<file path="config.mk">
export PLATFORM = sky130hd
export DESIGN_NAME = ofcf_ram
export DESIGN_NICKNAME = d
export VERILOG_FILES = /design/src/ofcf_ram.sv
export SDC_FILE = /design/constraint.sdc
export NUM_CORES = 1
export LEC_CHECK = 0
export BUFFER_PORTS_ARGS = -buffer_cell sky130_fd_sc_hd__buf_2
export CORE_MARGIN = 3
export CORE_UTILIZATION = 63
export CTS_BUF_LIST = sky130_fd_sc_hd__clkbuf_4
export DETAILED_ROUTE_END_ITERATION = 7
export GPL_TIMING_DRIVEN = 0
export HOLD_SLACK_MARGIN = 0.12
export PLACE_DENSITY = 0.82
export SYNTH_ARGS = -nofsm -noshare
export SYNTH_HDL_FRONTEND = slang
export SYNTH_SLANG_ARGS = --single-unit
</file>
<file path="constraint.sdc">
create_clock -name clk_i -period 2.32 [get_ports clk_i]
set_input_delay 0.232 -clock clk_i [delete_from_list [all_inputs] [get_ports clk_i]]
set_output_delay 0.232 -clock clk_i [all_outputs]
set_load 0.02 [all_outputs]
</file>
<file path="src/ofcf_ram.sv">
module ofcf_ram #(
  parameter int unsigned Width = 8,
  parameter int unsigned Depth = 16
) (
  input  logic                     clk_i,
  input  logic                     we_i,
  input  logic [$clog2(Depth)-1:0] waddr_i,
  input  logic [Width-1:0]         wdata_i,
  input  logic [$clog2(Depth)-1:0] raddr_i,
  output logic [Width-1:0]         rdata_o
);

  logic [Width-1:0] mem_q [Depth];

  // One write port and one registered read port.
  always_ff @(posedge clk_i) begin
    if (we_i) begin
      mem_q[waddr_i] <= wdata_i;
    end
    rdata_o <= mem_q[raddr_i];
  end

endmodule

</file>
==> metrics.csv, run 1 <==
stage,metric,value,unit
finish,post-route design area,5800,um2
clock_network,CTS sink count,136,
worst_setup_path,crit path DAT,1.76,ns
grt,number of global-route vias before repair,2380,
sta,setup violators final,0,
grt,largest net degree at the start of global routing,17,
placed_design,gpl congestion,0.703,
clock_network,"Reg clk slew, reported paths",0.12,ns
worst_setup_path,reg-to-reg critical path endpoint,rdata_o[7],
grt,grt ovf,0,
synthesis,Syn Inst Count,229,
clock_network,H-tree depth,4,
power,P per Cell Area,816,nW/um2
die,Initial Util,65.6,%
synthesis,register area share after synthesis,77.8,%
clock_network,TritonCTS clock tree,done,
sta,final number of max-transition violations,0,
detailed_routing,Routed Antenna Nets,0,
worst_hold_path,WHS Path Cells,4,
synthesis,Mapped Area,5150,um2
finish,filler instances,459,
grt,initial antenna violation count,0,
sta,final worst-path cycle share,70.4,%
sta,Rel. slew slack,16.2,%
worst_setup_path,CP max FO,8,
worst_setup_path,FF-to-FF setup slack,0.92,ns
synthesis,Syn. warnings,0,
finish,fin nets,298,
clock_network,CTS resizes,0,
finish,Non-Filler Instances,395,
finish,Layout area overhead,12.7,%
die,die area,9290,um2
detailed_routing,vias per inst,6.24,
die,Die W,96.4,um
worst_hold_path,class of the worst hold path,in2reg,
clock_network,clk root buf,clkbuf_4,
die,die height,96.4,um
placed_design,Placed Instances,355,
worst_setup_path,worst reg2reg startpoint,mem_q[3][7],
detailed_routing,DRT iter0 DRCs,334,
sta,unrepaired setup endpoints after global routing,false,
detailed_routing,DRT Wirelength,9350,um
power,Pleak,0.00194,uW
grt,GRT Overall Usage,22.6,%
finish,ANT cells,0,
synthesis,count of flip-flops with a built-in enable after synthesis,128,
placed_design,placed cell areas,5400,um2
clock_network,clock buffer depth,2,
sta,Hold Fails Final Rpt,0,
detailed_routing,vias after detailed routing,2465,
die,Top Ports,26,
worst_setup_path,Worst Setup End Kind,flip-flop,
clock_network,total CTS buffers,17,
worst_setup_path,category of the most critical setup path,in2reg,
sta,Slew @ Worst Pin,1.25,ns
synthesis,syn_nets,247,
finish,most frequent cells in the layout,"128 x edfxtp_1, 27 x buf_2, 18 x mux4_2",
synthesis,largest area contributor in the netlist,edfxtp_1,
die,Core Box Area,7850,um2
clock_network,worst skew pair latency,0.51,ns
finish,layout cells sized above 1,28.7,%
sta,crit path time final,1.63,ns
synthesis,top_reg_cell synth,edfxtp_1,
die,Site Rows,32,
synthesis,Mean Syn Cell Area,22.5,um2
run_status,outcome,"complete, no violations",
sta,max frequency,612,MHz
synthesis,"Async S/R FF share, synth",0,%
run,max cap viols,0,
detailed_routing,Pre-Repair DR Iteration Count,6,
worst_setup_path,WP data required,2.44,ns
synthesis,share of the synthesized area in the top cell type,74.7,%
worst_hold_path,Hold Path Origin,raddr_i[1],
grt,first-pass GRT wire length,14000,um
sta,total negative slack,0,ns
finish,"commonest non-fill, non-tap cell in the layout",edfxtp_1,
synthesis,Yosys cell types,19,
worst_setup_path,Critical Path Start Type,input port,
synthesis,Synth area leaders,"edfxtp_1 75%, mux4_2 7.9%, mux4_1 7.1%",
worst_setup_path,cell count of the worst reg-to-reg path,3,
placed_design,port buffer count,24,
worst_hold_path,worst hold endpoint,rdata_o[0],
synthesis,#FFs+latches synth,136,
detailed_routing,DRC,0,
placed_design,HPWL Detailed,5880,um
sta,Worst Skew,0.0186,ns
detailed_routing,Avg WL per Cell,23.7,um
power,worst vdd ir,0.611,mV
-- through the flow --
step	total power [uW]	utilization, %	setup WS [ns]	hold WS, ns
6_report	4740	73.9	0.686	0.245
5_1_grt	4890	73.9	0.643	0.220
4_1_cts	4750	73.9	0.694	0.232
3_5_place_dp	3090	68.8	0.127	0.646
3_3_place_gp	3070	68.8	0.119	0.628
2_1_floorplan	2970	-	0.595	0.331
-- state kept, by name (all words and copies together), names as in the netlist --
name     count
rdata_o      8
mem_q      128
-- synth_stat cells (all sizes together), types with 2 or more instances --
master	instances
nand2	9
clkdlybuf4s25	3
mux4	32
nor3	4
buf	7
nor2	13
dfxtp	8
a22oi	16
nand2b	2
nand3b	2
edfxtp	128
-- area by class of cell --
cell class                      instances  area [um2]  share of cell area [%]
Clock inverter                         15         200                    3.45
Buffer                                 10        86.3                    1.49
Timing Repair Buffer                   32         200                    3.45
Tap cell                              102         128                    2.20
Sequential cell                       136        4000                    69.0
Clock buffer                           17         128                    2.20
Multi-Input combinational cell         83        1060                    18.2
-- report_power, final --
part	internal, uW	leakage (uW)	switching [uW]
sequential	2740	0.00122	13.9
clock	859	0.000166	835
combinational	118	0.000548	167
total	3720	0.00194	1020
-- timing repair --
| item | 4_1_cts | 5_1_grt |
|---|---|---|
| endpoints found under the setup margin | 0 | 0 |
| hold endpoints to repair | 108 | 0 |
| buffers inserted | 0 | 0 |
| hold buffers | 8 | 0 |
-- logic make-up after synthesis --
group	share of synthesized area (%)
AOI/OAI and AO/OA	2.33
buffers and inverters	1.68
DFF	77.8
muxes	15.0
and+or+nand+nor	3.18
-- per-layer routing --
metal | routed length, um | vias up | track usage (%)
met5 | 0 | - | 0
met4 | 119 | 0 | 6.43
met3 | 857 | 12 | 6.35
met2 | 4710 | 149 | 35.7
met1 | 3660 | 1223 | 31.8
li1 | - | 1081 | -
-- worst max-delay path by stage --
| stage | cells past startpoint | to | start | slack (ns) |
|---|---|---|---|---|
| 4_1_cts | 3 | mem_q[0][7] | waddr_i[2] | 0.69 |
| 2_1_floorplan | 2 | mem_q[0][0] | waddr_i[2] | 0.60 |
| 5_1_grt | 3 | mem_q[0][5] | waddr_i[2] | 0.64 |
| 3_3_place_gp | 3 | mem_q[0][0] | waddr_i[2] | 0.12 |
| 6_report | 3 | mem_q[0][7] | waddr_i[2] | 0.69 |
| 3_5_place_dp | 3 | mem_q[0][7] | waddr_i[2] | 0.13 |
-- worst max-delay path: stages --
cell,delay [ns]
buf_2,0.11
or3b_2,0.53
nor3_1,0.88
(Power assumes the default switching activity.)
==> run 2, diff against run 1 <==
- ABC_AREA: default -> 1
- CORE_UTILIZATION: 63 -> 57
- PLACE_DENSITY: 0.82 -> 0.78
- clock period: 2.32 -> 1.35 ns (I/O delays scaled with it)
==> run 2 against run 1 <==
Net effect:
- clock power is 57% higher
- core utilization is 8.4 points lower
- worst setup slack worse by 0.52 ns
- register-to-register slack worse by 0.62 ns
- global-route usage is 2.6 points higher
- synthesized cell count is 140% higher
- sequential power is 72% higher
- non-clock buffer count is 15 higher
- largest cell class unchanged
- sequential cell count stayed put
- first-iteration DRC count is 21% higher
- power is 70% higher
==> metrics.csv, run 2 <==
stage,metric,value,unit,change
finish,area occupied by multi-input gates,1210,um2,was 1060 um2
finish,biggest regs,"mem_q x128, rdata_o x8",,unchanged
worst_setup_path,category of the most critical setup path,in2reg,,unchanged
grt,largest net degree at the start of global routing,17,,unchanged
sta,final worst slack,0.161,ns,was 0.686 ns
detailed_routing,Routed met2 length,6250,um,was 4710 um
die,Initial Util,58.7,%,was 65.6%
detailed_routing,vias per inst,5.31,,was 6.24
power,worst vdd ir,0.755,mV,was 0.611 mV
sta,hold_ws,0.227,ns,was 0.245 ns
sta,Hold Fails Final Rpt,0,,unchanged
synthesis,"Async S/R FF share, synth",0,%,unchanged
finish,fin nets,621,,was 298
power,P per Cell Area,1250,nW/um2,was 816 nW/um2
sta,Slew @ Worst Pin,0.908,ns,was 1.25 ns
grt,grt ovf,0,,unchanged
grt,GRT Overall Usage,25.2,%,was 22.6%
synthesis,top_reg_cell synth,edfxtp_1,,unchanged
synthesis,Mean Syn Cell Area,10.5,um2,was 22.5 um2
synthesis,"count leader, synth",nand2_1,,was edfxtp_1
worst_setup_path,Worst Setup End Kind,flip-flop,,unchanged
synthesis,syn_nets,569,,was 247
placed_design,HPWL Detailed,8870,um,was 5880 um
clock_network,H-tree depth,4,,unchanged
finish,filler instances,817,,was 459
synthesis,Mapped Area,5770,um2,was 5150 um2
detailed_routing,M1 WL,5200,um,was 3660 um
placed_design,placed cell areas,6040,um2,was 5400 um2
sta,Rel. slew slack,39.2,%,was 16.2%
power,Pleak,0.00280,uW,was 0.00194 uW
die,die area,11400,um2,was 9290 um2
synthesis,count of flip-flops with a built-in enable after synthesis,128,,unchanged
synthesis,#FFs+latches synth,136,,unchanged
placed_design,port buffer count,22,,was 24
finish,Layout area overhead,11.7,%,was 12.7%
die,die height,107,um,was 96.4 um
sta,setup violators final,0,,unchanged
detailed_routing,vias after detailed routing,3985,,was 2465
detailed_routing,Routed Antenna Nets,0,,unchanged
synthesis,Syn. warnings,0,,unchanged
clock_network,"Reg clk slew, reported paths",0.12,ns,about the same
grt,number of global-route vias before repair,3830,,was 2380
detailed_routing,DRT iter0 DRCs,403,,was 334
die,Site Rows,36,,was 32
synthesis,largest area contributor in the netlist,edfxtp_1,,unchanged
detailed_routing,WL met3,1410,um,was 857 um
sta,max frequency,841,MHz,
worst_setup_path,crit path DAT,1.63,ns,was 1.76 ns
sta,final number of max-transition violations,0,,unchanged
run_status,outcome,"complete, no violations",,unchanged
clock_network,worst skew pair latency,0.55,ns,was 0.51 ns
synthesis,Post-synth top cells,"173 x nand2_1, 128 x edfxtp_1, 100 x inv_1",,"was 128 x edfxtp_1, 18 x mux4_2, 16 x a22oi_1"
die,Core Box Area,9820,um2,was 7850 um2
finish,most flop-heavy register,mem_q,,unchanged
placed_design,gpl congestion,0.879,,was 0.703
sta,unrepaired setup endpoints after global routing,false,,unchanged
worst_setup_path,CP max FO,10,,was 8
finish,layout cells sized above 1,12.7,%,was 28.7%
clock_network,clk root buf,clkbuf_4,,unchanged
worst_setup_path,WP data required,1.79,ns,was 2.44 ns
finish,max reg flops,128,,unchanged
worst_hold_path,class of the worst hold path,in2reg,,unchanged
sta,crit path time final,1.19,ns,
run,max cap viols,0,,unchanged
clock_network,post-CTS setup buffer count,0,,unchanged
synthesis,share of the synthesized area in the top cell type,66.7,%,was 74.7%
synthesis,Syn Inst Count,551,,was 229
sta,final worst-path cycle share,88.0,%,
grt,first-pass GRT wire length,20600,um,was 14000 um
detailed_routing,DRT Wirelength,13300,um,was 9350 um
finish,"commonest non-fill, non-tap cell in the layout",nand2_1,,was edfxtp_1
finish,Sequential Area,4000,um2,unchanged
die,Top Ports,26,,unchanged
worst_setup_path,Critical Path Start Type,input port,,unchanged
clock_network,CTS sink count,136,,unchanged
synthesis,Synth area leaders,"edfxtp_1 67%, nand2_1 11%, nand3_1 8.4%",,"was edfxtp_1 75%, mux4_2 7.9%, mux4_1 7.1%"
clock_network,clock buffer depth,2,,unchanged
worst_setup_path,FF-to-FF setup slack,0.30,ns,was 0.92 ns
synthesis,register area share after synthesis,69.4,%,was 77.8%
detailed_routing,Top Layer Used,met4,,unchanged
detailed_routing,DRC,0,,unchanged
clock_network,total CTS buffers,17,,unchanged
detailed_routing,Pre-Repair DR Iteration Count,5,,was 6
finish,post-route design area,6440,um2,was 5800 um2
detailed_routing,Avg WL per Cell,17.8,um,was 23.7 um
synthesis,Yosys cell types,12,,was 19
clock_network,TritonCTS clock tree,done,,unchanged
die,Die W,107,um,was 96.4 um
sta,Worst Skew,0.0102,ns,was 0.0186 ns
placed_design,pre-CTS setup slack,-0.256,ns,was 0.127 ns
grt,initial antenna violation count,1,,was 0
finish,most frequent cells in the layout,"173 x nand2_1, 128 x edfxtp_1, 100 x inv_1",,"was 128 x edfxtp_1, 27 x buf_2, 18 x mux4_2"
==> run 2: cell count changes after synthesis, sizes merged, moves of 4 or more <==
cell   delta
buf      +17
inv     +102
mux4     -32
nor3      -4
nor2      +4
a22oi    -16
nand2   +164
nand3    +96
==> run 2: routing by layer <==
layer  track usage [%]  vias up
met3              6.08       37
met1              34.0     1834
met5                 0        -
met4              12.4        0
met2              38.7      230
li1                  -     1884
==> run 2: cell type report <==
| type | instances | area share (%) |
|---|---|---|
| Antenna cell | 1 | 0.0389 |
| Buffer | 24 | 2.58 |
| Clock buffer | 18 | 2.10 |
| Clock inverter | 14 | 2.33 |
| Inverter | 102 | 5.94 |
| Multi-Input combinational cell | 289 | 18.8 |
| Sequential cell | 136 | 62.2 |
| Tap cell | 133 | 2.58 |
| Timing Repair Buffer | 33 | 3.42 |
==> run 2: what timing repair did <==
item / CTS / global route
endpoints found under the hold margin: 136 / 0
resized for setup: 0 / 0
hold buffers: 11 / 0
==> run 2: final timing paths <==
kind,end,startpoint,cells past startpoint
min reg2reg,rdata_o[2],mem_q[6][2],6
min,rdata_o[7],raddr_i[0],8
max reg2reg,rdata_o[2],mem_q[14][2],6
max,rdata_o[1],raddr_i[2],7
==> run 2: where the power goes <==
| group | switching [uW] | leakage [uW] | internal [uW] | total [uW] |
|---|---|---|---|---|
| logic | 458 | 0.00143 | 202 | 661 |
| clock network | 1520 | 0.000139 | 1130 | 2650 |
| registers | 23.5 | 0.00122 | 4710 | 4740 |
==> run 2: metrics by stage <==
step	instances	setup TNS, ns	power, uW	utilization (%)
5_1_grt	750	0	8320	65.6
4_1_cts	749	0	8050	65.6
3_5_place_dp	706	-17.55	5460	61.5
2_1_floorplan	551	0	5200	-
6_report	750	0	8050	65.6
3_3_place_gp	706	-11.95	5440	61.5
==> run 2: worst max-delay path, stage by stage <==
cell	delay, ns
dlygate4sd3_1	0.52
buf_2	0.17
inv_1	0.21
buf_4	0.25
nand3_1	0.12
nand3_1	0.15
nand2_1	0.08
==> run 2: cell families after synthesis <==
| family | after synthesis | synth area share, % |
|---|---|---|
| and+or+nand+nor | 289 | 21.0 |
| DFF | 136 | 69.4 |
| buffers and inverters | 126 | 9.52 |
==> run 3, diff against run 2 <==
--- a/config.mk
+++ b/config.mk
@@ -9,10 +9,10 @@
 export BUFFER_PORTS_ARGS = -buffer_cell sky130_fd_sc_hd__buf_2
 export CORE_MARGIN = 3
-export CORE_UTILIZATION = 57
+export CORE_UTILIZATION = 30
 export CTS_BUF_LIST = sky130_fd_sc_hd__clkbuf_4
 export DETAILED_ROUTE_END_ITERATION = 7
 export GPL_TIMING_DRIVEN = 0
 export HOLD_SLACK_MARGIN = 0.12
-export PLACE_DENSITY = 0.78
+export PLACE_DENSITY = 0.46
 export SYNTH_ARGS = -nofsm -noshare
 export SYNTH_HDL_FRONTEND = slang
==> constraint.sdc (replaced) <==
create_clock -name clk_i -period 1.35 [get_ports clk_i]
set_input_delay 0.135 -clock clk_i [delete_from_list [all_inputs] [get_ports clk_i]]
set_output_delay 0.135 -clock clk_i [all_outputs]
set_load 0.05 [all_outputs]
==> run 3 against run 2 <==
Net effect:
- clock power grew 11%
- sequential cell count is the same
- non-clock buffer count is the same
==> metrics.csv, run 3 (synthesis gave the netlist of run 2 again) <==
stage,metric,value,unit,change
sta,Hold Fails Final Rpt,0,,unchanged
sta,final worst-path cycle share,97.3,%,was 88.0%
worst_setup_path,worst setup path start,raddr_i[2],,unchanged
detailed_routing,vias after detailed routing,3770,,was 3985
finish,"commonest non-fill, non-tap cell in the layout",nand2_1,,unchanged
worst_setup_path,Worst Setup End Kind,flip-flop,,unchanged
worst_hold_path,Hold Path Origin,we_i,,was raddr_i[0]
power,Pleak,0.00282,uW,was 0.00280 uW
worst_setup_path,worst setup path end,rdata_o[3],,was rdata_o[1]
worst_setup_path,"slowest stage delay, CP",0.53,ns,was 0.52 ns
grt,number of global-route vias before repair,3723,,was 3830
clock_network,total CTS buffers,17,,unchanged
sta,crit path time final,1.31,ns,was 1.19 ns
sta,max frequency,761,MHz,was 841 MHz
worst_setup_path,cell count of the worst reg-to-reg path,6,,unchanged
placed_design,pre-CTS setup slack,-0.310,ns,was -0.256 ns
grt,first-pass GRT wire length,22700,um,was 20600 um
finish,most flop-heavy register,mem_q,,unchanged
run,max cap viols,0,,unchanged
grt,grt ovf,0,,unchanged
worst_setup_path,"critical path, cell by cell",dlygate4sd3_1 > buf_2 > inv_1 > buf_4 > nand3_1 > nand3_1 > nand2_1,,unchanged
grt,GRT Overall Usage,15.2,%,was 25.2%
power,worst vdd ir,0.491,mV,was 0.755 mV
die,Core Box Area,18800,um2,was 9820 um2
detailed_routing,DRT iter0 DRCs,349,,was 403
die,Initial Util,30.7,%,was 58.7%
worst_setup_path,crit path DAT,1.77,ns,was 1.63 ns
sta,final number of max-transition violations,0,,unchanged
finish,max reg flops,128,,unchanged
worst_setup_path,reg-to-reg critical path endpoint,rdata_o[2],,unchanged
clock_network,clk root buf,clkbuf_4,,unchanged
worst_setup_path,CP max FO,10,,unchanged
finish,layout cells sized above 1,12.5,%,was 12.7%
power,switch share,24.6,%,was 24.9%
die,Top Ports,26,,unchanged
sta,setup violators final,0,,unchanged
placed_design,port buffer count,22,,unchanged
power,power share of the clock group,35.0,%,was 32.9%
die,die area,20900,um2,was 11400 um2
clock_network,"Reg clk slew, reported paths",0.12,ns,about the same
power,P per Cell Area,1280,nW/um2,was 1250 nW/um2
placed_design,HPWL Detailed,9950,um,was 8870 um
run_status,outcome,"complete, no violations",,unchanged
detailed_routing,DRC,0,,unchanged
clock_network,H-tree depth,4,,unchanged
worst_setup_path,WP data required,1.80,ns,was 1.79 ns
finish,fin nets,621,,unchanged
power,Psw,2070,uW,was 2010 uW
worst_setup_path,"delay-heaviest family, CP",buffers and inverters,,unchanged
power,Pint,6350,uW,was 6040 uW
worst_hold_path,class of the worst hold path,in2reg,,unchanged
finish,Layout area overhead,14.3,%,was 11.7%
sta,Worst Skew,0.0117,ns,was 0.0102 ns
sta,Slew @ Worst Pin,0.915,ns,was 0.908 ns
power,register share of total power,56.2,%,was 58.9%
worst_setup_path,WP buf/inv,4,,unchanged
detailed_routing,Avg WL per Cell,17.6,um,was 17.8 um
worst_setup_path,most used cell along the critical path,nand3_1,,unchanged
power,Gate power share,8.8,%,was 8.2%
clock_network,post-CTS setup buffer count,0,,unchanged
placed_design,gpl congestion,0.835,,was 0.879
sta,Rel. slew slack,38.8,%,was 39.2%
die,die height,145,um,was 107 um
die,Die W,145,um,was 107 um
die,Site Rows,50,,was 36
finish,most frequent cells in the layout,"173 x nand2_1, 128 x edfxtp_1, 100 x inv_1",,unchanged
worst_setup_path,critical path's slowest cell,dlygate4sd3_1,,unchanged
detailed_routing,DRT Wirelength,15000,um,was 13300 um
grt,initial antenna violation count,1,,unchanged
detailed_routing,Pre-Repair DR Iteration Count,5,,unchanged
worst_setup_path,critical path depth,7,,unchanged
detailed_routing,Routed Antenna Nets,0,,unchanged
worst_setup_path,category of the most critical setup path,in2reg,,unchanged
clock_network,TritonCTS clock tree,done,,unchanged
clock_network,clock buffer depth,2,,unchanged
sta,final worst slack,0.0366,ns,was 0.161 ns
finish,biggest regs,"mem_q x128, rdata_o x8",,unchanged
detailed_routing,vias per inst,4.43,,was 5.31
clock_network,CTS sink count,136,,unchanged
worst_setup_path,worst reg2reg startpoint,mem_q[3][2],,was mem_q[14][2]
sta,hold_ws,0.189,ns,was 0.227 ns
clock_network,worst skew pair latency,0.55,ns,about the same
worst_setup_path,FF-to-FF setup slack,0.30,ns,about the same
grt,largest net degree at the start of global routing,17,,unchanged
sta,unrepaired setup endpoints after global routing,false,,unchanged
worst_setup_path,Critical Path Start Type,input port,,unchanged
run 3: cell types whose count changed in the layout (fill, tap and decap cells not counted), sizes merged:
cell,delta
clkinv,+4
inv,-3
bufinv,+2
clkbuf,-1
clkinvlp,-2
run 3: area by class of cell:
type | instances | area, um2
Multi-Input combinational cell | 289 | 1210
Timing Repair Buffer | 33 | 220
Antenna cell | 1 | 2.50
Fill cell | 1893 | 12200
Clock inverter | 15 | 184
Sequential cell | 136 | 4000
Clock buffer | 17 | 128
Inverter | 102 | 383
Tap cell | 234 | 293
Buffer | 24 | 166
run 3: power by group through the flow:
stage                     clock [uW]  combinational (uW)  sequential (uW)
after global placement             0                 722             4830
after detailed placement           0                 727             4830
after global routing            3170                 819             4750
final                           2940                 744             4730
after CTS                       3000                 754             4730
after floorplan                    0                 333             4930
run 3: worst register-to-register path, stage by stage (launching register included):
cell      delay [ns]
edfxtp_1        0.40
inv_1           0.06
nand2_1         0.04
nand3_1         0.10
nand3_1         0.07
nand3_1         0.18
nand2_1         0.10
run 3: routing by layer:
metal / routed length (um) / part of all wire [%] / vias up / track usage [%]
met5: 0 / 0 / - / 0
met3: 604 / 4.0 / 18 / 2.88
li1: - / - / 1882 / -
met4: 335 / 2.2 / 0 / 5.89
met1: 7150 / 48 / 1765 / 21.2
met2: 6900 / 46 / 105 / 23.7
run 3: worst min path at each step:
stage,slack [ns],to,cells past startpoint
after floorplan,0.23,mem_q[0][0],0
after global placement,0.57,mem_q[11][5],1
after detailed placement,0.59,mem_q[11][5],1
after CTS,0.16,mem_q[0][4],3
after global routing,0.20,mem_q[0][4],3
final,0.19,mem_q[0][4],3
run 3: what timing repair did:
action / in CTS / in global routing
setup endpoints to repair: 0 / 0
hold buffers: 11 / 0
hold endpoints to repair: 136 / 0
resized for setup: 0 / 0
run 3: stage by stage:
stage	cell area [um2]	util (%)	TNS (ns)	power, uW	cells
finish	6590	35.1	0	8420	851
global route	6590	35.1	0	8730	851
CTS	6590	35.1	0	8490	850
detailed placement	6170	32.9	-27.67	5560	807
global placement	6170	32.9	-24.27	5550	807
floorplan	5770	-	0	5260	551
